$ cat src/hw/rtl/scan_object_segmenter_top_assert.svh
// assertion macros shared by the segmenter modules
// each macro expects clk and rst_n in the scope where it is used
`ifndef SCAN_OBJECT_SEGMENTER_TOP_ASSERT_SVH
`define SCAN_OBJECT_SEGMENTER_TOP_ASSERT_SVH
`ifndef NO_ASSERTIONS
// condition implies property in the same cycle
`define SOS_ASSERT_IMP(label, cond, prop) \
    label: assert property (@(posedge clk) disable iff (!rst_n) (cond) |-> (prop)) \
        else $error("segmenter assertion failed");
// condition implies property in the next cycle
`define SOS_ASSERT_NXT(label, cond, prop) \
    label: assert property (@(posedge clk) disable iff (!rst_n) (cond) |=> (prop)) \
        else $error("segmenter assertion failed");
`else
`define SOS_ASSERT_IMP(label, cond, prop)
`define SOS_ASSERT_NXT(label, cond, prop)
`endif
`endif

$ cat src/hw/rtl/sos_pkg.sv
package sos_pkg;

    // configuration register indexes
    localparam logic [1:0] REG_MIN_DISTANCE   = 2'd0;
    localparam logic [1:0] REG_MAX_DISTANCE   = 2'd1;
    localparam logic [1:0] REG_MAX_JUMP       = 2'd2;
    localparam logic [1:0] REG_MIN_RUN_POINTS = 2'd3;

    // fixed result widths
    localparam int MEAN_W = 20;
    localparam int Q_W    = 21;
    // sine table entries are Q14, up to 16384
    localparam int SIN_W  = 15;
    // count * 10 * 16384 needs 8 + 18 bits
    localparam int DEN_W  = 26;

    // angle folding for the half-angle sine
    localparam logic [7:0] HALF_TURN = 8'd180;
    localparam logic [8:0] FULL_TURN = 9'd360;
    localparam logic [6:0] SIN_LAST  = 7'd90;

    // sin(k degrees) in Q14, k = 0..90, rounded to nearest
    localparam logic [14:0] SIN_Q14 [91] = '{
        15'd0,     15'd286,   15'd572,   15'd857,   15'd1143,  15'd1428,  15'd1713,
        15'd1997,  15'd2280,  15'd2563,  15'd2845,  15'd3126,  15'd3406,  15'd3686,
        15'd3964,  15'd4240,  15'd4516,  15'd4790,  15'd5063,  15'd5334,  15'd5604,
        15'd5872,  15'd6138,  15'd6402,  15'd6664,  15'd6924,  15'd7182,  15'd7438,
        15'd7692,  15'd7943,  15'd8192,  15'd8438,  15'd8682,  15'd8923,  15'd9162,
        15'd9397,  15'd9630,  15'd9860,  15'd10087, 15'd10311, 15'd10531, 15'd10749,
        15'd10963, 15'd11174, 15'd11381, 15'd11585, 15'd11786, 15'd11982, 15'd12176,
        15'd12365, 15'd12551, 15'd12733, 15'd12911, 15'd13085, 15'd13255, 15'd13421,
        15'd13583, 15'd13741, 15'd13894, 15'd14044, 15'd14189, 15'd14330, 15'd14466,
        15'd14598, 15'd14726, 15'd14849, 15'd14968, 15'd15082, 15'd15191, 15'd15296,
        15'd15396, 15'd15491, 15'd15582, 15'd15668, 15'd15749, 15'd15826, 15'd15897,
        15'd15964, 15'd16026, 15'd16083, 15'd16135, 15'd16182, 15'd16225, 15'd16262,
        15'd16294, 15'd16322, 15'd16344, 15'd16362, 15'd16374, 15'd16382, 15'd16384
    };

    // arithmetic unit sequencer
    typedef enum logic [2:0] {
        CALC_IDLE,
        CALC_SETUP,
        CALC_MUL,
        CALC_DIV_MEAN,
        CALC_DIV_WIDTH,
        CALC_DONE
    } calc_state_t;

    // front end to arithmetic unit
    typedef struct packed {
        logic start;
        logic take;
    } calc_ctrl_t;

    // arithmetic unit to front end
    typedef struct packed {
        logic idle;
        logic done;
    } calc_stat_t;

endpackage

$ cat src/hw/rtl/sos_if.sv
// scan point channel
interface sos_point_if;
    logic        valid;
    logic        ready;
    logic [7:0]  point_angle;
    logic [15:0] point_distance;
    logic        last_point;

    modport source (output valid, output point_angle, output point_distance,
                    output last_point, input ready);
    modport sink (input valid, input point_angle, input point_distance,
                  input last_point, output ready);
endinterface

// object result channel
interface sos_object_if;
    logic        valid;
    logic        ready;
    logic [7:0]  start_angle;
    logic [8:0]  center_angle_half;
    logic [7:0]  point_count;
    logic [19:0] mean_distance_q4;
    logic [20:0] width_q4;

    modport source (output valid, output start_angle, output center_angle_half,
                    output point_count, output mean_distance_q4, output width_q4,
                    input ready);
    modport sink (input valid, input start_angle, input center_angle_half,
                  input point_count, input mean_distance_q4, input width_q4,
                  output ready);
endinterface

$ cat src/hw/rtl/sos_calc.sv
`include "scan_object_segmenter_top_assert.svh"

module sos_calc #(
    parameter int DIST_BITS = 16,
    parameter int FRAC_BITS = 4
) (
    input  logic                          clk,
    input  logic                          rst_n,
    input  sos_pkg::calc_ctrl_t           ctrl,
    output sos_pkg::calc_stat_t           stat,
    input  logic [7:0]                    job_start_angle,
    input  logic [7:0]                    job_end_angle,
    input  logic [DIST_BITS+7:0]          job_sum,
    input  logic [7:0]                    job_count,
    output logic [7:0]                    res_start_angle,
    output logic [8:0]                    res_center_half,
    output logic [7:0]                    res_count,
    output logic [sos_pkg::MEAN_W-1:0]    res_mean,
    output logic [sos_pkg::Q_W-1:0]       res_width
);

    localparam int SUM_W   = DIST_BITS + 8;
    localparam int MCAND_W = SUM_W + 4;
    localparam int PROD_W  = MCAND_W + sos_pkg::SIN_W;
    localparam int NUM_W   = PROD_W + FRAC_BITS;
    localparam int DEN_W   = sos_pkg::DEN_W;
    localparam int Q_W     = sos_pkg::Q_W;
    localparam int MEAN_W  = sos_pkg::MEAN_W;
    localparam int SIN_W   = sos_pkg::SIN_W;
    localparam int CNT_W   = $clog2(NUM_W);

    sos_pkg::calc_state_t state_reg, state_next;

    logic [7:0]         start_a_reg;
    logic [7:0]         end_a_reg;
    logic [SUM_W-1:0]   sum_reg;
    logic [7:0]         cnt_reg;
    logic [8:0]         center_reg;
    logic [SIN_W-1:0]   sin_sr_reg;
    logic [MCAND_W-1:0] mcand_reg;
    logic [PROD_W-1:0]  acc_reg;
    logic [NUM_W-1:0]   num_sr_reg;
    logic [DEN_W-1:0]   den_reg;
    logic [DEN_W-1:0]   rem_reg;
    logic [Q_W-1:0]     q_reg;
    logic               ovf_reg;
    logic [CNT_W-1:0]   bcnt_reg;
    logic [MEAN_W-1:0]  mean_reg;
    logic [Q_W-1:0]     width_reg;

    logic               mul_last;
    logic               div_last;

    // half-angle sine and centre
    logic [7:0]         span;
    logic [8:0]         span_fold9;
    logic [7:0]         span_fold;
    logic [6:0]         sin_h;
    logic [6:0]         sin_h1;
    logic [15:0]        sin_avg;
    logic [SIN_W-1:0]   sin_val;
    logic [8:0]         center_val;
    logic [MCAND_W-1:0] sum_ext;
    logic [MCAND_W-1:0] sum_x11;
    logic [DEN_W-1:0]   cnt_ext;
    logic [DEN_W-1:0]   den_width;

    always_comb
    begin
        span       = (end_a_reg >= start_a_reg) ? end_a_reg - start_a_reg : 8'd0;
        span_fold9 = (span > sos_pkg::HALF_TURN) ? sos_pkg::FULL_TURN - 9'(span)
                                                 : 9'(span);
        span_fold  = span_fold9[7:0];
        sin_h      = span_fold[7:1];
        sin_h1     = (sin_h == sos_pkg::SIN_LAST) ? sin_h : sin_h + 7'd1;
        sin_avg    = 16'(sos_pkg::SIN_Q14[sin_h]) + 16'(sos_pkg::SIN_Q14[sin_h1]);
        sin_val    = span_fold[0] ? sin_avg[15:1] : sos_pkg::SIN_Q14[sin_h];
        center_val = {start_a_reg, 1'b0} + 9'(span);
        sum_ext    = MCAND_W'(sum_reg);
        sum_x11    = (sum_ext << 3) + (sum_ext << 1) + sum_ext;
        cnt_ext    = DEN_W'(cnt_reg);
        // count * 10 * 16384
        den_width  = (cnt_ext << 17) + (cnt_ext << 15);
    end

    // one restoring division step per cycle
    logic [DEN_W:0]     r_sh;
    logic [DEN_W:0]     r_sub;
    logic               q_bit;
    logic [DEN_W-1:0]   rem_step;
    logic [Q_W-1:0]     q_step;
    logic               ovf_step;
    logic [MEAN_W-1:0]  mean_sat;
    logic [Q_W-1:0]     width_sat;

    always_comb
    begin
        r_sh      = {rem_reg, num_sr_reg[NUM_W-1]};
        r_sub     = r_sh - {1'b0, den_reg};
        q_bit     = (r_sh >= {1'b0, den_reg});
        rem_step  = q_bit ? r_sub[DEN_W-1:0] : r_sh[DEN_W-1:0];
        q_step    = {q_reg[Q_W-2:0], q_bit};
        ovf_step  = ovf_reg | q_reg[Q_W-1];
        mean_sat  = (ovf_step || q_step[Q_W-1]) ? '1 : q_step[MEAN_W-1:0];
        width_sat = ovf_step ? '1 : q_step;
    end

    // state register
    always_ff @(posedge clk or negedge rst_n)
    begin
        if (!rst_n)
        begin
            state_reg <= sos_pkg::CALC_IDLE;
        end
        else
        begin
            state_reg <= state_next;
        end
    end

    // next state
    always_comb
    begin
        state_next = state_reg;
        unique case (state_reg)
            sos_pkg::CALC_IDLE:
                if (ctrl.start)
                    state_next = sos_pkg::CALC_SETUP;
            sos_pkg::CALC_SETUP:
                state_next = sos_pkg::CALC_MUL;
            sos_pkg::CALC_MUL:
                if (mul_last)
                    state_next = sos_pkg::CALC_DIV_MEAN;
            sos_pkg::CALC_DIV_MEAN:
                if (div_last)
                    state_next = sos_pkg::CALC_DIV_WIDTH;
            sos_pkg::CALC_DIV_WIDTH:
                if (div_last)
                    state_next = sos_pkg::CALC_DONE;
            sos_pkg::CALC_DONE:
                if (ctrl.take)
                    state_next = sos_pkg::CALC_IDLE;
            default:
                state_next = sos_pkg::CALC_IDLE;
        endcase
    end

    // state outputs
    always_comb
    begin
        stat.idle = 1'b0;
        stat.done = 1'b0;
        mul_last  = 1'b0;
        div_last  = 1'b0;
        unique case (state_reg)
            sos_pkg::CALC_IDLE:
                stat.idle = 1'b1;
            sos_pkg::CALC_MUL:
                mul_last = (bcnt_reg == CNT_W'(SIN_W - 1));
            sos_pkg::CALC_DIV_MEAN,
            sos_pkg::CALC_DIV_WIDTH:
                div_last = (bcnt_reg == CNT_W'(NUM_W - 1));
            sos_pkg::CALC_DONE:
                stat.done = 1'b1;
            default:
            begin
            end
        endcase
    end

    // serial datapath
    always_ff @(posedge clk)
    begin
        unique case (state_reg)
            sos_pkg::CALC_IDLE:
                if (ctrl.start)
                begin
                    start_a_reg <= job_start_angle;
                    end_a_reg   <= job_end_angle;
                    sum_reg     <= job_sum;
                    cnt_reg     <= job_count;
                end
            sos_pkg::CALC_SETUP:
            begin
                center_reg <= center_val;
                sin_sr_reg <= sin_val;
                mcand_reg  <= sum_x11;
                acc_reg    <= '0;
                num_sr_reg <= NUM_W'(sum_reg) << FRAC_BITS;
                den_reg    <= cnt_ext;
                rem_reg    <= '0;
                q_reg      <= '0;
                ovf_reg    <= 1'b0;
                bcnt_reg   <= '0;
            end
            sos_pkg::CALC_MUL:
            begin
                // shift-add, multiplier bits msb first
                acc_reg    <= (acc_reg << 1)
                              + (sin_sr_reg[SIN_W-1] ? PROD_W'(mcand_reg) : '0);
                sin_sr_reg <= sin_sr_reg << 1;
                bcnt_reg   <= mul_last ? '0 : bcnt_reg + CNT_W'(1);
            end
            sos_pkg::CALC_DIV_MEAN:
                if (div_last)
                begin
                    mean_reg   <= mean_sat;
                    num_sr_reg <= NUM_W'(acc_reg) << FRAC_BITS;
                    den_reg    <= den_width;
                    rem_reg    <= '0;
                    q_reg      <= '0;
                    ovf_reg    <= 1'b0;
                    bcnt_reg   <= '0;
                end
                else
                begin
                    num_sr_reg <= num_sr_reg << 1;
                    rem_reg    <= rem_step;
                    q_reg      <= q_step;
                    ovf_reg    <= ovf_step;
                    bcnt_reg   <= bcnt_reg + CNT_W'(1);
                end
            sos_pkg::CALC_DIV_WIDTH:
                if (div_last)
                begin
                    width_reg <= width_sat;
                    bcnt_reg  <= '0;
                end
                else
                begin
                    num_sr_reg <= num_sr_reg << 1;
                    rem_reg    <= rem_step;
                    q_reg      <= q_step;
                    ovf_reg    <= ovf_step;
                    bcnt_reg   <= bcnt_reg + CNT_W'(1);
                end
            default:
            begin
            end
        endcase
    end

    assign res_start_angle = start_a_reg;
    assign res_center_half = center_reg;
    assign res_count       = cnt_reg;
    assign res_mean        = mean_reg;
    assign res_width       = width_reg;

    `SOS_ASSERT_IMP(a_start_when_idle, ctrl.start, state_reg == sos_pkg::CALC_IDLE)
    `SOS_ASSERT_IMP(a_take_when_done, ctrl.take, state_reg == sos_pkg::CALC_DONE)
    `SOS_ASSERT_IMP(a_rem_below_den, (state_reg == sos_pkg::CALC_DIV_MEAN) || (state_reg == sos_pkg::CALC_DIV_WIDTH), rem_reg < den_reg)
    `SOS_ASSERT_NXT(a_done_holds, (state_reg == sos_pkg::CALC_DONE) && !ctrl.take, state_reg == sos_pkg::CALC_DONE)

endmodule

$ cat src/hw/rtl/scan_object_segmenter_top.sv
// Range-scan object segmenter.
// points: one beat per scan point (angle, distance, last_point), rising angles.
// objects: one beat per object found (start angle, centre in half degrees,
//   point count, mean distance and width, both with FRAC_BITS fraction bits).
// cfg_we/cfg_index/cfg_data write the window, jump limit and minimum run length;
//   write them only while no object is being computed.
// A point that closes no long-enough run is taken while the serial unit is idle;
//   such points then stream back to back.
// A point that closes an object starts the shared serial unit: a setup step, a
//   shift-add sine multiply and two restoring divisions over NUM_W =
//   DIST_BITS + FRAC_BITS + 27 numerator bits (mean, then width), then a hand-off
//   to the output register; points.ready is low until the hand-off.
// The result waits in an output register; while objects.ready is low, points
//   are still taken unless a second object is finished and waiting behind it.
// Reset clears the open run, the output register and the unit, and loads the
//   register defaults 5, 400, 10 and 2.
`include "scan_object_segmenter_top_assert.svh"

module scan_object_segmenter_top #(
    parameter int DIST_BITS = 16,
    parameter int ANGLE_MAX = 180,
    parameter int FRAC_BITS = 4
) (
    input  logic         clk,
    input  logic         rst_n,
    input  logic         cfg_we,
    input  logic [1:0]   cfg_index,
    input  logic [15:0]  cfg_data,
    sos_point_if.sink    points,
    sos_object_if.source objects
);

    localparam int SUM_W = DIST_BITS + 8;
    localparam int CW    = (DIST_BITS > 16) ? DIST_BITS : 16;

    localparam logic [7:0]  ANGLE_LIM     = 8'(ANGLE_MAX);
    localparam logic [7:0]  RUN_FLOOR     = 8'd2;
    localparam logic [7:0]  COUNT_MAX     = 8'd255;
    localparam logic [15:0] MIN_DIST_RST  = 16'd5;
    localparam logic [15:0] MAX_DIST_RST  = 16'd400;
    localparam logic [15:0] MAX_JUMP_RST  = 16'd10;
    localparam logic [7:0]  MIN_RUN_RST   = 8'd2;

    logic [15:0] min_dist_reg;
    logic [15:0] max_dist_reg;
    logic [15:0] max_jump_reg;
    logic [7:0]  min_run_reg;

    // configuration registers
    always_ff @(posedge clk or negedge rst_n)
    begin
        if (!rst_n)
        begin
            min_dist_reg <= MIN_DIST_RST;
            max_dist_reg <= MAX_DIST_RST;
            max_jump_reg <= MAX_JUMP_RST;
            min_run_reg  <= MIN_RUN_RST;
        end
        else if (cfg_we)
        begin
            unique case (cfg_index)
                sos_pkg::REG_MIN_DISTANCE:   min_dist_reg <= cfg_data;
                sos_pkg::REG_MAX_DISTANCE:   max_dist_reg <= cfg_data;
                sos_pkg::REG_MAX_JUMP:       max_jump_reg <= cfg_data;
                sos_pkg::REG_MIN_RUN_POINTS: min_run_reg  <= cfg_data[7:0];
                default:
                begin
                end
            endcase
        end
    end

    // open run
    logic                 run_active_reg, run_active_next;
    logic [7:0]           run_count_reg, run_count_next;
    logic [7:0]           run_start_reg, run_start_next;
    logic [7:0]           run_end_reg, run_end_next;
    logic [DIST_BITS-1:0] run_last_reg, run_last_next;
    logic [SUM_W-1:0]     run_sum_reg, run_sum_next;

    sos_pkg::calc_ctrl_t  ctrl;
    sos_pkg::calc_stat_t  stat;

    logic                 accept;
    logic [7:0]           ang;
    logic [CW-1:0]        dist_ext;
    logic [DIST_BITS-1:0] pt_dist;
    logic [DIST_BITS-1:0] diff;
    logic                 in_window;
    logic                 cont;
    logic [7:0]           need;
    logic                 upd_active;
    logic [7:0]           upd_start;
    logic [7:0]           upd_end;
    logic [DIST_BITS-1:0] upd_last;
    logic [SUM_W-1:0]     upd_sum;
    logic [7:0]           upd_count;
    logic                 emit_close;
    logic                 emit_last;
    logic [7:0]           job_start;
    logic [7:0]           job_end;
    logic [SUM_W-1:0]     job_sum;
    logic [7:0]           job_count;

    assign accept = points.valid && points.ready;
    assign points.ready = stat.idle;

    // point classification
    always_comb
    begin
        ang       = (points.point_angle > ANGLE_LIM) ? ANGLE_LIM : points.point_angle;
        dist_ext  = CW'(points.point_distance);
        pt_dist   = dist_ext[DIST_BITS-1:0];
        in_window = (CW'(pt_dist) >= CW'(min_dist_reg)) && (CW'(pt_dist) <= CW'(max_dist_reg));
        diff      = (pt_dist >= run_last_reg) ? pt_dist - run_last_reg : run_last_reg - pt_dist;
        cont      = run_active_reg && (CW'(diff) < CW'(max_jump_reg));
        need      = (min_run_reg < RUN_FLOOR) ? RUN_FLOOR : min_run_reg;
    end

    // run after this point, before the end-of-scan flush
    always_comb
    begin
        upd_active = 1'b0;
        upd_start  = run_start_reg;
        upd_end    = run_end_reg;
        upd_last   = run_last_reg;
        upd_sum    = run_sum_reg;
        upd_count  = 8'd0;
        if (in_window && cont)
        begin
            upd_active = 1'b1;
            upd_end    = ang;
            upd_last   = pt_dist;
            upd_count  = run_count_reg;
            // a saturated run keeps its sum and count
            if (run_count_reg != COUNT_MAX)
            begin
                upd_sum   = run_sum_reg + SUM_W'(pt_dist);
                upd_count = run_count_reg + 8'd1;
            end
        end
        else if (in_window)
        begin
            upd_active = 1'b1;
            upd_start  = ang;
            upd_end    = ang;
            upd_last   = pt_dist;
            upd_sum    = SUM_W'(pt_dist);
            upd_count  = 8'd1;
        end
    end

    // object emission: a closed run, or the flushed run at end of scan
    always_comb
    begin
        emit_close = run_active_reg && (run_count_reg >= need) && !(in_window && cont);
        emit_last  = points.last_point && !emit_close && upd_active && (upd_count >= need);
        job_start  = emit_close ? run_start_reg : upd_start;
        job_end    = emit_close ? run_end_reg   : upd_end;
        job_sum    = emit_close ? run_sum_reg   : upd_sum;
        job_count  = emit_close ? run_count_reg : upd_count;
    end

    always_comb
    begin
        run_active_next = run_active_reg;
        run_count_next  = run_count_reg;
        run_start_next  = run_start_reg;
        run_end_next    = run_end_reg;
        run_last_next   = run_last_reg;
        run_sum_next    = run_sum_reg;
        if (accept)
        begin
            run_active_next = upd_active && !points.last_point;
            run_count_next  = points.last_point ? 8'd0 : upd_count;
            run_start_next  = upd_start;
            run_end_next    = upd_end;
            run_last_next   = upd_last;
            run_sum_next    = upd_sum;
        end
    end

    always_ff @(posedge clk or negedge rst_n)
    begin
        if (!rst_n)
        begin
            run_active_reg <= 1'b0;
            run_count_reg  <= 8'd0;
        end
        else
        begin
            run_active_reg <= run_active_next;
            run_count_reg  <= run_count_next;
        end
    end

    always_ff @(posedge clk)
    begin
        run_start_reg <= run_start_next;
        run_end_reg   <= run_end_next;
        run_last_reg  <= run_last_next;
        run_sum_reg   <= run_sum_next;
    end

    // serial mean and width unit
    logic [7:0]                 res_start_angle;
    logic [8:0]                 res_center_half;
    logic [7:0]                 res_count;
    logic [sos_pkg::MEAN_W-1:0] res_mean;
    logic [sos_pkg::Q_W-1:0]    res_width;

    logic                       out_valid_reg, out_valid_next;
    logic [7:0]                 out_start_reg;
    logic [8:0]                 out_center_reg;
    logic [7:0]                 out_count_reg;
    logic [sos_pkg::MEAN_W-1:0] out_mean_reg;
    logic [sos_pkg::Q_W-1:0]    out_width_reg;

    assign ctrl.start = accept && (emit_close || emit_last);
    assign ctrl.take  = stat.done && (!out_valid_reg || objects.ready);

    sos_calc #(
        .DIST_BITS (DIST_BITS),
        .FRAC_BITS (FRAC_BITS)
    ) u_calc (
        .clk             (clk),
        .rst_n           (rst_n),
        .ctrl            (ctrl),
        .stat            (stat),
        .job_start_angle (job_start),
        .job_end_angle   (job_end),
        .job_sum         (job_sum),
        .job_count       (job_count),
        .res_start_angle (res_start_angle),
        .res_center_half (res_center_half),
        .res_count       (res_count),
        .res_mean        (res_mean),
        .res_width       (res_width)
    );

    // output register
    always_comb
    begin
        out_valid_next = out_valid_reg;
        if (ctrl.take)
            out_valid_next = 1'b1;
        else if (objects.ready)
            out_valid_next = 1'b0;
    end

    always_ff @(posedge clk or negedge rst_n)
    begin
        if (!rst_n)
        begin
            out_valid_reg <= 1'b0;
        end
        else
        begin
            out_valid_reg <= out_valid_next;
        end
    end

    always_ff @(posedge clk)
    begin
        if (ctrl.take)
        begin
            out_start_reg  <= res_start_angle;
            out_center_reg <= res_center_half;
            out_count_reg  <= res_count;
            out_mean_reg   <= res_mean;
            out_width_reg  <= res_width;
        end
    end

    assign objects.valid             = out_valid_reg;
    assign objects.start_angle       = out_start_reg;
    assign objects.center_angle_half = out_center_reg;
    assign objects.point_count       = out_count_reg;
    assign objects.mean_distance_q4  = out_mean_reg;
    assign objects.width_q4          = out_width_reg;

endmodule
$ cat src/flat_wrapper.sv
// flat-port wrapper written by rule: the top's interface ports become plain ports
module scan_object_segmenter_top_flat 
#(
    parameter int DIST_BITS = 16,
    parameter int ANGLE_MAX = 180,
    parameter int FRAC_BITS = 4
)
  (clk, rst_n, cfg_we, cfg_index, cfg_data, points_valid, points_point_angle, points_point_distance, points_last_point, points_ready, objects_valid, objects_start_angle, objects_center_angle_half, objects_point_count, objects_mean_distance_q4, objects_width_q4, objects_ready);
  sos_point_if points_i ();
  sos_object_if objects_i ();
  input  logic clk;
  input  logic rst_n;
  input  logic cfg_we;
  input  logic [1:0] cfg_index;
  input  logic [15:0] cfg_data;
  input wire logic [$bits(points_i.valid)-1:0] points_valid;
  input wire logic [$bits(points_i.point_angle)-1:0] points_point_angle;
  input wire logic [$bits(points_i.point_distance)-1:0] points_point_distance;
  input wire logic [$bits(points_i.last_point)-1:0] points_last_point;
  output wire logic [$bits(points_i.ready)-1:0] points_ready;
  output wire logic [$bits(objects_i.valid)-1:0] objects_valid;
  output wire logic [$bits(objects_i.start_angle)-1:0] objects_start_angle;
  output wire logic [$bits(objects_i.center_angle_half)-1:0] objects_center_angle_half;
  output wire logic [$bits(objects_i.point_count)-1:0] objects_point_count;
  output wire logic [$bits(objects_i.mean_distance_q4)-1:0] objects_mean_distance_q4;
  output wire logic [$bits(objects_i.width_q4)-1:0] objects_width_q4;
  input wire logic [$bits(objects_i.ready)-1:0] objects_ready;
  assign points_i.valid = points_valid;
  assign points_i.point_angle = points_point_angle;
  assign points_i.point_distance = points_point_distance;
  assign points_i.last_point = points_last_point;
  assign points_ready = points_i.ready;
  assign objects_valid = objects_i.valid;
  assign objects_start_angle = objects_i.start_angle;
  assign objects_center_angle_half = objects_i.center_angle_half;
  assign objects_point_count = objects_i.point_count;
  assign objects_mean_distance_q4 = objects_i.mean_distance_q4;
  assign objects_width_q4 = objects_i.width_q4;
  assign objects_i.ready = objects_ready;
  scan_object_segmenter_top #(.DIST_BITS(DIST_BITS), .ANGLE_MAX(ANGLE_MAX), .FRAC_BITS(FRAC_BITS)) u_core (.clk(clk), .rst_n(rst_n), .cfg_we(cfg_we), .cfg_index(cfg_index), .cfg_data(cfg_data), .points(points_i), .objects(objects_i));
endmodule
$ cat config.mk
export PLATFORM = sky130hd
export DESIGN_NAME = scan_object_segmenter_top_flat
export DESIGN_NICKNAME = d
export VERILOG_FILES = /design/src/hw/rtl/sos_pkg.sv /design/src/hw/rtl/sos_if.sv /design/src/hw/rtl/sos_calc.sv /design/src/hw/rtl/scan_object_segmenter_top.sv /design/src/flat_wrapper.sv
export VERILOG_INCLUDE_DIRS = /design/src /design/src/hw/rtl
export SDC_FILE = /design/constraint.sdc
export NUM_CORES = 1
export LEC_CHECK = 0
export ABC_AREA = 1
export BUFFER_PORTS_ARGS = -buffer_cell sky130_fd_sc_hd__buf_2
export CELL_PAD_IN_SITES_DETAIL_PLACEMENT = 0
export CELL_PAD_IN_SITES_GLOBAL_PLACEMENT = 1
export CORE_MARGIN = 5
export CORE_UTILIZATION = 35
export CTS_CLUSTER_SIZE = 10
export DETAILED_ROUTE_END_ITERATION = 10
export PLACE_DENSITY = 0.67
export SLEW_MARGIN = 40
export SYNTH_ARGS = -nofsm -noshare
export SYNTH_HDL_FRONTEND = slang
export SYNTH_HIERARCHICAL = 1
export SYNTH_SLANG_ARGS = --single-unit
$ cat constraint.sdc
create_clock -name clk -period 6.4 [get_ports clk]
set_input_delay 1.28 -clock clk [delete_from_list [all_inputs] [get_ports clk]]
set_output_delay 1.28 -clock clk [all_outputs]
set_load 0.02 [all_outputs]
# Word-level counts from Yosys, hierarchy flattened
# Memory sizes are Yosys's and may differ from the RTL's.
# Index checks and enable logic that the tools add are counted.
# W data, S select, Z words.
word_totals:
  n_memories: 2
  out_inout_bits: 68
  inputBits: 48
  rom_bits: 3840
  regBits: 502
  word_cells: 186
op_classes:
  reduce_logical: 39
  addsub: 15
  n_lt_le_gt_ge: 13
  bitwise_logic: 3
  muxes: 63
  eq_ne: 18
mem_list:
  columns: ["memory", "depth", "word_bits", "read_ports", "rd_ports_with_merged_regs", "write_ports", "line_no", "rtl"]
  rows:
  - ["(no name shown)", 128, 15, 1, 0, 0, "sos_calc.sv:77", "sin_val = span_fold[0] ? sin_avg[15:1] : sos_pkg::SIN_Q14[sin_h];"]
  - ["(no name shown)", 128, 15, 1, 0, 0, "sos_calc.sv:76", "sin_avg = 16'(sos_pkg::SIN_Q14[sin_h]) + 16'(sos_pkg::SIN_Q14[sin_h1]);"]
op_table:
  columns: ["op", "n"]
  rows:
  - ["$pmux W47 S3", 1]
  - ["$mux W8", 14]
  - ["$mux W26", 4]
  - ["$mux W24", 4]
  - ["$mux W47", 2]
  - ["$pmux W43 S2", 1]
  - ["$pmux W26 S3", 1]
  - ["$mux W15", 5]
  - ["$pmux W21 S3", 1]
  - ["$pmux W26 S2", 1]
  - ["$mux W16", 3]
  - ["$add A43 B28 Y43", 1]
  - ["$mux W21", 2]
  - ["$ge A16 B16 Y1", 2]
  - ["$sub A16 B16 Y16", 2]
  - ["$pmux W15 S2", 1]
  - ["$add A27 B25 Y28", 1]
  - ["$add A28 B24 Y28", 1]
  - ["$mux W28", 1]
  - ["$ge A27 B26 Y1", 1]
  - ["$add A25 B23 Y26", 1]
  - ["$sub A26 B26 Y26", 1]
  - ["$add A24 B16 Y24", 1]
  - ["$ge A8 B8 Y1", 3]
  - ["other kinds (42)", 96]

# Logic depth before layout (Yosys ltp)
# Gate-level depths: netlist of run 1.
depth:
  depth_word: 15
  depth_mapped: 52

# By module
# Netlist of run 1, hierarchy kept.
modules_own_cells:
  columns: ["mod", "cells_each", "instances", "area_per_inst_um2"]
  rows:
  - ["sos_calc", 2372, 1, 20482.1]
  - ["scan_object_segmenter_top", 1405, 1, 11939.0]

# Worst setup path before layout of run 1
# OpenSTA, ideal clock, no wires.
synth_timing:
  path_kind: "input -> register"
  start: "input points_point_distance[0]"
  end: "register u_core.u_calc.end_a_reg[0], enable pin"
  setup_time_ns: 0.454
  path_buffers: 3
  t_required_ns: 5.946
  path_slack_ns: -1.153
  arrival_time_ns: 7.099
  stages: 36
  cell_sequence: "inv_1 > ha_1 > inv_1 > fa_1 > a21oi_1 > o21ai_2 > nand2_1 > nand3_4 > buf_6 > nor4_2 > nor3_2 > xor2_1 > inv_1 > ha_1 > a21oi_1 > nor2_1 > nor2_1 > nand2_1 > a21oi_4 > nor2_4 > buf_6 > buf_6 > a21oi_2 > ha_1 > o21ai_0 > nand2_1 > o21ai_0 > inv_1 > nand2_1 > nand2_1 > nand2_1 > nand2_1 > nand2_1 > a21oi_1 > inv_1 > nor2_1"
synth_rtl:
  columns: ["element", "line_no", "rtl"]
  rows:
  - ["from (decl)", "flat_wrapper.sv:18", "input wire logic [$bits(points_i.point_distance)-1:0] points_point_distance;"]
  - ["to (signal assigned)", "sos_calc.sv:179", "end_a_reg <= job_end_angle;"]
  - ["to (decl)", "sos_calc.sv:35", "logic [7:0] end_a_reg;"]

# Worst setup path in the final report of run 1
layout_timing:
  start: "register u_core.u_calc.end_a_reg[0]"
  end: "register u_core.u_calc.sin_sr_reg[13] (data pin)"
layout_between:
  elab_chain_len: 13
  word_cells_on_any_way: 20
  classes_between: "4 x add/sub; 2 x order compare; 1 x eq/ne; 9 x mux; 2 x bitwise; 2 x memory"
layout_rtl:
  columns: ["element", "line_no", "rtl"]
  rows:
  - ["$sub A8 B8 Y8 or $ge A8 B8 Y1 (tied branches)", "sos_calc.sv:70", "span = (end_a_reg >= start_a_reg) ? end_a_reg - start_a_reg : 8'd0;"]
  - ["$mux W8 *", "sos_calc.sv:70", null]
  - ["$sub A7 B8 Y8 or $gt A8 B8 Y1 (tied branches)", "sos_calc.sv:71", "span_fold9 = (span > sos_pkg::HALF_TURN) ? sos_pkg::FULL_TURN - 9'(span)"]
  - ["$mux W8 *", "sos_calc.sv:71", null]
  - ["$add A7 B1 Y7 or $eq A7 B7 Y1 (tied branches)", "sos_calc.sv:75", "sin_h1 = (sin_h == sos_pkg::SIN_LAST) ? sin_h : sin_h + 7'd1;"]
  - ["$mux W7", "sos_calc.sv:75", null]
  - ["$not A7 Y8 (not written as such)", "sos_calc.sv:76", null]
  - ["$mem_v2 Z128 W15", null, null]
  - ["$mux W15 (not written as such) (2 in a row)", "sos_calc.sv:76", null]
  - ["$add A15 B15 Y16", "sos_calc.sv:76", null]
  - ["$mux W15 *", "sos_calc.sv:77", null]
  - ["$pmux W15 S2 *", "sos_calc.sv:174", "unique case (state_reg)"]
  - ["to (signal assigned)", "sos_calc.sv:186", "sin_sr_reg <= sin_val;"]
  - ["to (signal assigned)", "sos_calc.sv:201", "sin_sr_reg <= sin_sr_reg << 1;"]
  - ["to (decl)", "sos_calc.sv:39", "logic [SIN_W-1:0] sin_sr_reg;"]
# Every way passes the cells marked *; elsewhere a longest branch is shown, timed or not. The select of a mux whose other input is x is not followed.
# A chain may end at the register's enable or synchronous reset.

==> flow_metrics.tcl, run 1 <==
set metrics [dict create \
    synthXorXnorAreaFrac_pct 2.188 \
    grt_max_degree 74 \
    synth-compound-area-share_pct 15.50 \
    finalSetupTns_ns 0 \
    drc_errors 0 \
    yosys_warnings 6 \
    fp.dieH_um 314.4 \
    crit_required_ns 6.80 \
    wire_per_inst_um 16.66 \
    finalNetCount 4456 \
    io_pins 116 \
    netlist_area_sq_mm 0.03242 \
    vias 26680 \
    ys_seq_area_share_pct 44.44 \
    finalNonFillerCells 5410 \
    design_area_sq_mm 0.03867 \
    finalMaxSlewViolations 0 \
    dp_hpwl_um 68110 \
    clockBufferDepth 3 \
    status "finished clean" \
    synthAdderAreaFrac_pct 11.25 \
    placed_cell_area_sq_mm 0.03632 \
    synth.area.top_cells "edfxtp_1, ha_1, nand2_1" \
    cp_max_fo 7 \
    layout-drive-gt1-share_pct 16.89 \
    grt_pass1_wl_um 143400 \
    overflow 0 \
    arrival_ns 6.54 \
    rsz0062_at_grt "true" \
    clk_pin_slew_ns 0.05 \
    setup_viol 0 \
    irDropWorstVdd_mv 0.2317 \
    synth_nets 4098 \
    tightest_slew_ns 0.8187 \
    cp-end-kind "flop" \
    die_area_sq_mm 0.09882 \
    avgSynthCellArea_sq_um 8.584 \
    post-route-min-period_ns 6.136 \
    drt_iter0_drc 1813 \
    ys_top_cells_by_count "nand2_1, inv_1, edfxtp_1" \
    dp.cells 5305 \
    muxShareOfSynthArea_pct 0.06175 \
    grt_pass1_vias 25790 \
    first_pass_iters 5 \
    syn_inst 3777 \
    area_growth_pct 19.27 \
    synth.distinct_cells 72 \
    leakagePower_uw 0.01708 \
    port_buffers 115 \
    fin_skew_ns 0.06723 \
    numClockSinks 491 \
    num_antenna_cells 0 \
    worstSetupStartpointType "flop" \
    initial_utilization_pct 35.32 \
    clock_latency_ns 0.68 \
    finalWirelength_um 90120 \
    yosysTopAreaCellShare_pct 39.09 \
    synthSimpleGateAreaFrac_pct 18.41 \
    critPathSlowestCell "fa_2" \
    cts_root_buf "clkbuf_16" \
    gp_congestion 0.8843 \
    finalPower_uw 12750 \
    antenna_found_initial 0 \
    critPathMaxStageDelay_ns 0.37 \
    numCtsBuffers 60 \
    period_share_pct 95.88 \
    max_freq_ghz 0.1630 \
    synth-seq-cells 491 \
    worstSetupPathType "reg -> reg" \
    p_per_area_mw_per_mm2 329.7 \
    slew_headroom_pct 45.36 \
    maxCapViolCount 0 \
    finalHoldViolCount 0 \
    ys.flop_type "edfxtp_1" \
    whs_ns 0.4150 \
    num_rows 111 \
    holdCritPathClass "reg -> reg" \
    synth_top_family_by_area "simple AND/OR/NAND/NOR gates" \
    async_flop_share_pct 14.05 \
    htree_levels 2 \
    synth.most_common_cell "nand2_1" \
    ant_nets 0 \
    fp.dieW_um 314.4 \
    cts_tree "done" \
    viasPerCell 4.932 \
    synth_edf_count 422 \
    track_usage_pct 17.85 \
    core_area_sq_mm 0.09180 \
    yosys.area.top_type "edfxtp_1" \
]
-- through the flow --
stage                     setup slack, ns  util (%)
final                              0.2635     42.12
after global routing              -0.1455     42.12
after CTS                        0.005995     41.55
after detailed placement          -0.1297     39.56
after global placement           -0.08626     39.54
after floorplan                   0.01362         -
-- worst paths after layout --
| kind | slack [ns] | depth (start not counted) | end | start |
|---|---|---|---|---|
| min in group asynchronous | 0.72 | 2 | u_core/min_dist_reg[14] | rst_n |
| max | 0.26 | 42 | u_core/u_calc/sin_sr_reg[13] | u_core/u_calc/end_a_reg[0] |
| max reg2reg | 0.26 | 42 | u_core/u_calc/sin_sr_reg[13] | u_core/u_calc/end_a_reg[0] |
| min | 0.41 | 0 | u_core/objects.width_q4[13] | u_core/u_calc/res_width[13] |
| max in group asynchronous | 5.18 | 2 | u_core/objects.valid | rst_n |
| min reg2reg | 0.41 | 0 | u_core/objects.width_q4[13] | u_core/u_calc/res_width[13] |
-- cells by family after synthesis --
kind of cell | after synthesis
xor gates and xnor gates | 81
AOI/OAI and AO/OA | 889
buffers and inverters | 658
adders and majority gates | 273
DFF | 491
muxes | 2
and+or+nand+nor | 1383
-- where the power goes --
group          switching (uW)  internal (uW)  leakage [uW]
Combinational            3050           1410        0.0114
Sequential                381           4760       0.00485
Clock                    1340           1810      0.000855
-- placed cells by master, fill, tap and decap left out, types with 38 or more instances in the layout --
| master | netlist | layout |
|---|---|---|
| xor2_1 | 57 | 56 |
| nand2_2 | 24 | 38 |
| edfxtp_1 | 422 | 422 |
| inv_1 | 518 | 507 |
| o21ai_1 | 73 | 83 |
| buf_4 | 10 | 278 |
| ha_1 | 242 | 230 |
| nor2_1 | 258 | 242 |
| a21oi_1 | 302 | 293 |
| buf_2 | 21 | 115 |
| nor3_1 | 52 | 50 |
| o21ai_0 | 313 | 299 |
| clkbuf_16 | 0 | 60 |
| nand3_1 | 147 | 140 |
| dfrtp_1 | 61 | 61 |
| nand2_1 | 797 | 775 |
-- critical path, delay by kind of cell (launching register included) --
| family | cells | cell delay, ns |
|---|---|---|
| AND/OR/NAND/NOR | 13 | 1.11 |
| flip-flops | 1 | 0.36 |
| AO/OA/AOI/OAI | 15 | 2.24 |
| adder cells (fa/ha/maj) | 5 | 1.20 |
| buffers and inverters | 9 | 0.95 |
-- routing by layer --
metal	up-vias	track usage, %	share of wire (%)
met5	-	0	0
met1	12430	25.44	48
met2	550	29.21	46
met4	0	3.854	2.2
met3	112	2.376	4.2
li1	13590	-	-
-- timing repair --
action | CTS | global route
buffers inserted | 2 | 9
endpoints found under the setup margin | 2 | 8
resized for setup | 10 | 114
hold buffers | 0 | 0
pin swaps | 4 | 40
-- area by class of cell --
cell class	count	area [sq um]
fillers	9196	53130
inverters	544	2071
well taps	1243	1555
flip-flops and latches	491	14410
repair buffers	410	2937
clock buffers	77	1585
multi-input cells	2628	15920
clock inverters	17	191.4
No activity file was read; power rests on OpenSTA's default activity.
==> run 2, diff against run 1 <==
MAX_ROUTING_LAYER = met4   (was default)
==> run 2 against run 1 <==
Net effect:
- global-route usage grew 0.43 points
- fmax shrank 0.14%
- cell area grew 1.7%
- sequential power is essentially flat
- first-iteration DRC count grew 2.3%
- register-to-register slack is essentially flat
- combinational power is essentially flat
- core utilization grew 0.71 points
- cell count grew 0.65%
- total power grew 4.6%
- critical path type unchanged
- largest power group unchanged
==> flow_metrics.tcl, run 2 (synthesized netlist as in run 1, its figures left out) <==
set metrics [dict create \
    status "finished clean" \
    final_cell_mix "nand2_1, inv_1, edfxtp_1, o21ai_0, a21oi_1" \
    worstSetupPathType "reg -> reg" \
    clockBufferDepth 3 \
    port_buffers 115 \
    finalWirelength_um 89730 \
    holdCritPathClass "reg -> reg" \
    cp-end-kind "flop" \
    numClockSinks 491 \
    grt_max_degree 74 \
    first_pass_iters 5 \
    clk_pin_slew_ns 0.06 \
    post-route-min-period_ns 6.145 \
    io_pins 116 \
    viasPerCell 4.893 \
    grt_use_met2_pct 28.80 \
    timing.rr.end "u_core/u_calc/sin_sr_reg[13]" \
    tightest_slew_ns 0.8052 \
    cp_max_fo 6 \
    clock_latency_ns 0.64 \
    critPathMaxStageDelay_ns 0.38 \
    met1_usage_pct 25.17 \
    use_met3_pct 2.442 \
    rsz0062_at_grt "true" \
    gp_congestion 0.9179 \
    htree_levels 3 \
    drc_errors 0 \
    setup_viol 0 \
    whs_ns 0.4062 \
    rr_worst_depth 47 \
    fin_skew_ns 0.05469 \
    num_rows 111 \
    numCtsBuffers 66 \
    finalSetupTns_ns 0 \
    slew_headroom_pct 46.13 \
    irDropWorstVdd_mv 0.2381 \
    busiest_layer "met2" \
    path_common_cell "nand2_4" \
    setup_ws_ns 0.2551 \
    core_area_sq_mm 0.09180 \
    critPathSlowestCell "edfxtp_1" \
    grt_pass1_wl_um 142300 \
    arrival_ns 6.49 \
    cts_tree "done" \
    ctsHoldBuffers 0 \
    pre_cts_ws_ns -0.1243 \
    finalPower_uw 13340 \
    fp.dieH_um 314.4 \
    cts_root_buf "clkbuf_16" \
    track_usage_pct 18.28 \
    num_antenna_cells 0 \
    antenna_found_initial 1 \
    crit_required_ns 6.75 \
    worstHoldPathCells 0 \
    finalMaxSlewViolations 0 \
    area_growth_pct 21.29 \
    hold_start "u_core/u_calc/res_center_half[2]" \
    reg2reg_from "u_core/u_calc/res_start_angle[0]" \
    p_per_area_mw_per_mm2 339.2 \
    overflow 0 \
    ant_nets 0 \
    final_common_cell "nand2_1" \
    initial_utilization_pct 35.32 \
    period_share_pct 96.01 \
    layout-drive-gt1-share_pct 17.54 \
    worstSetupStartpointType "flop" \
    finalNetCount 4481 \
    maxCapViolCount 0 \
    grt_pass1_vias 25840 \
    finalHoldViolCount 0 \
    drt_iter0_drc 1854 \
    die_area_sq_mm 0.09882 \
    wire_per_inst_um 16.48 \
    dp_hpwl_um 67450 \
    max_freq_ghz 0.1627 \
    leakagePower_uw 0.01739 \
    fp.dieW_um 314.4 \
    vias 26640 \
    regToRegSetupSlack_ns 0.26 \
    min_to "u_core/objects.center_angle_half[2]" \
]
run 2: cell types whose count changed in the layout (fill, tap and decap cells not counted), sizes merged:
cell / delta
bufinv: +5
clkbuf: +12
buf: +19
clkinv: +1
clkinvlp: -2
run 2: repair_timing:
action | in CTS | in global routing
setup buffers | 2 | 14
cloned | 0 | 0
pin swaps | 5 | 54
resized for setup | 12 | 113
endpoints found under the setup margin | 2 | 8
run 2: worst max-delay path by stage:
stage / start / endpoint / slack, ns / depth (start not counted)
floorplan: u_core/u_calc/end_a_reg[0] / u_core/u_calc/sin_sr_reg[13] / 0.01 / 49
global placement: points_point_distance[0] / u_core/u_calc/res_start_angle[1] / -0.1 / 32
detailed placement: points_point_distance[0] / u_core/u_calc/res_start_angle[1] / -0.12 / 32
CTS: u_core/u_calc/res_start_angle[0] / u_core/u_calc/sin_sr_reg[13] / 0.005 / 45
global route: u_core/u_calc/res_start_angle[0] / u_core/u_calc/sin_sr_reg[13] / -0.21 / 47
finish: u_core/u_calc/res_start_angle[0] / u_core/u_calc/sin_sr_reg[13] / 0.26 / 47
run 2: routing by layer:
metal  wire length, um  vias up
met5                 0        -
met4              1990        0
met3              3753      112
met2             40510      554
met1             43480    12340
li1                  -    13640
run 2: where the power goes:
part           leakage (uW)  switching, uW  internal [uW]
logic                0.0115           3060           1420
registers           0.00485            378           4760
clock network       0.00105           1460           2260
total                0.0174           4900           8440
run 2: metrics by stage:
stage	cells	util, %	cell area, sq um
finish	5445	42.83	39320
global route	5445	42.83	39320
CTS	5431	42.22	38750
detailed placement	5319	39.77	36510
global placement	5319	39.73	36480
floorplan	3777	-	32490
run 2: critical path: cells and delay by family (launching register included):
kind / cells / cell delay [ns]
AO/OA/AOI/OAI: 17 / 2.23
AND/OR/NAND/NOR: 18 / 1.57
adder cells (fa/ha/maj): 6 / 1.18
buffers and inverters: 6 / 0.50
flip-flops: 1 / 0.38
run 2: layout make-up:
| type | count | area [sq um] |
|---|---|---|
| repair buffers | 429 | 3144 |
| inverters | 544 | 2072 |
| fillers | 9188 | 52480 |
| clock buffers | 89 | 1788 |
| clock inverters | 21 | 402.9 |
| multi-input cells | 2628 | 15950 |
| flip-flops and latches | 491 | 14410 |
| well taps | 1243 | 1555 |
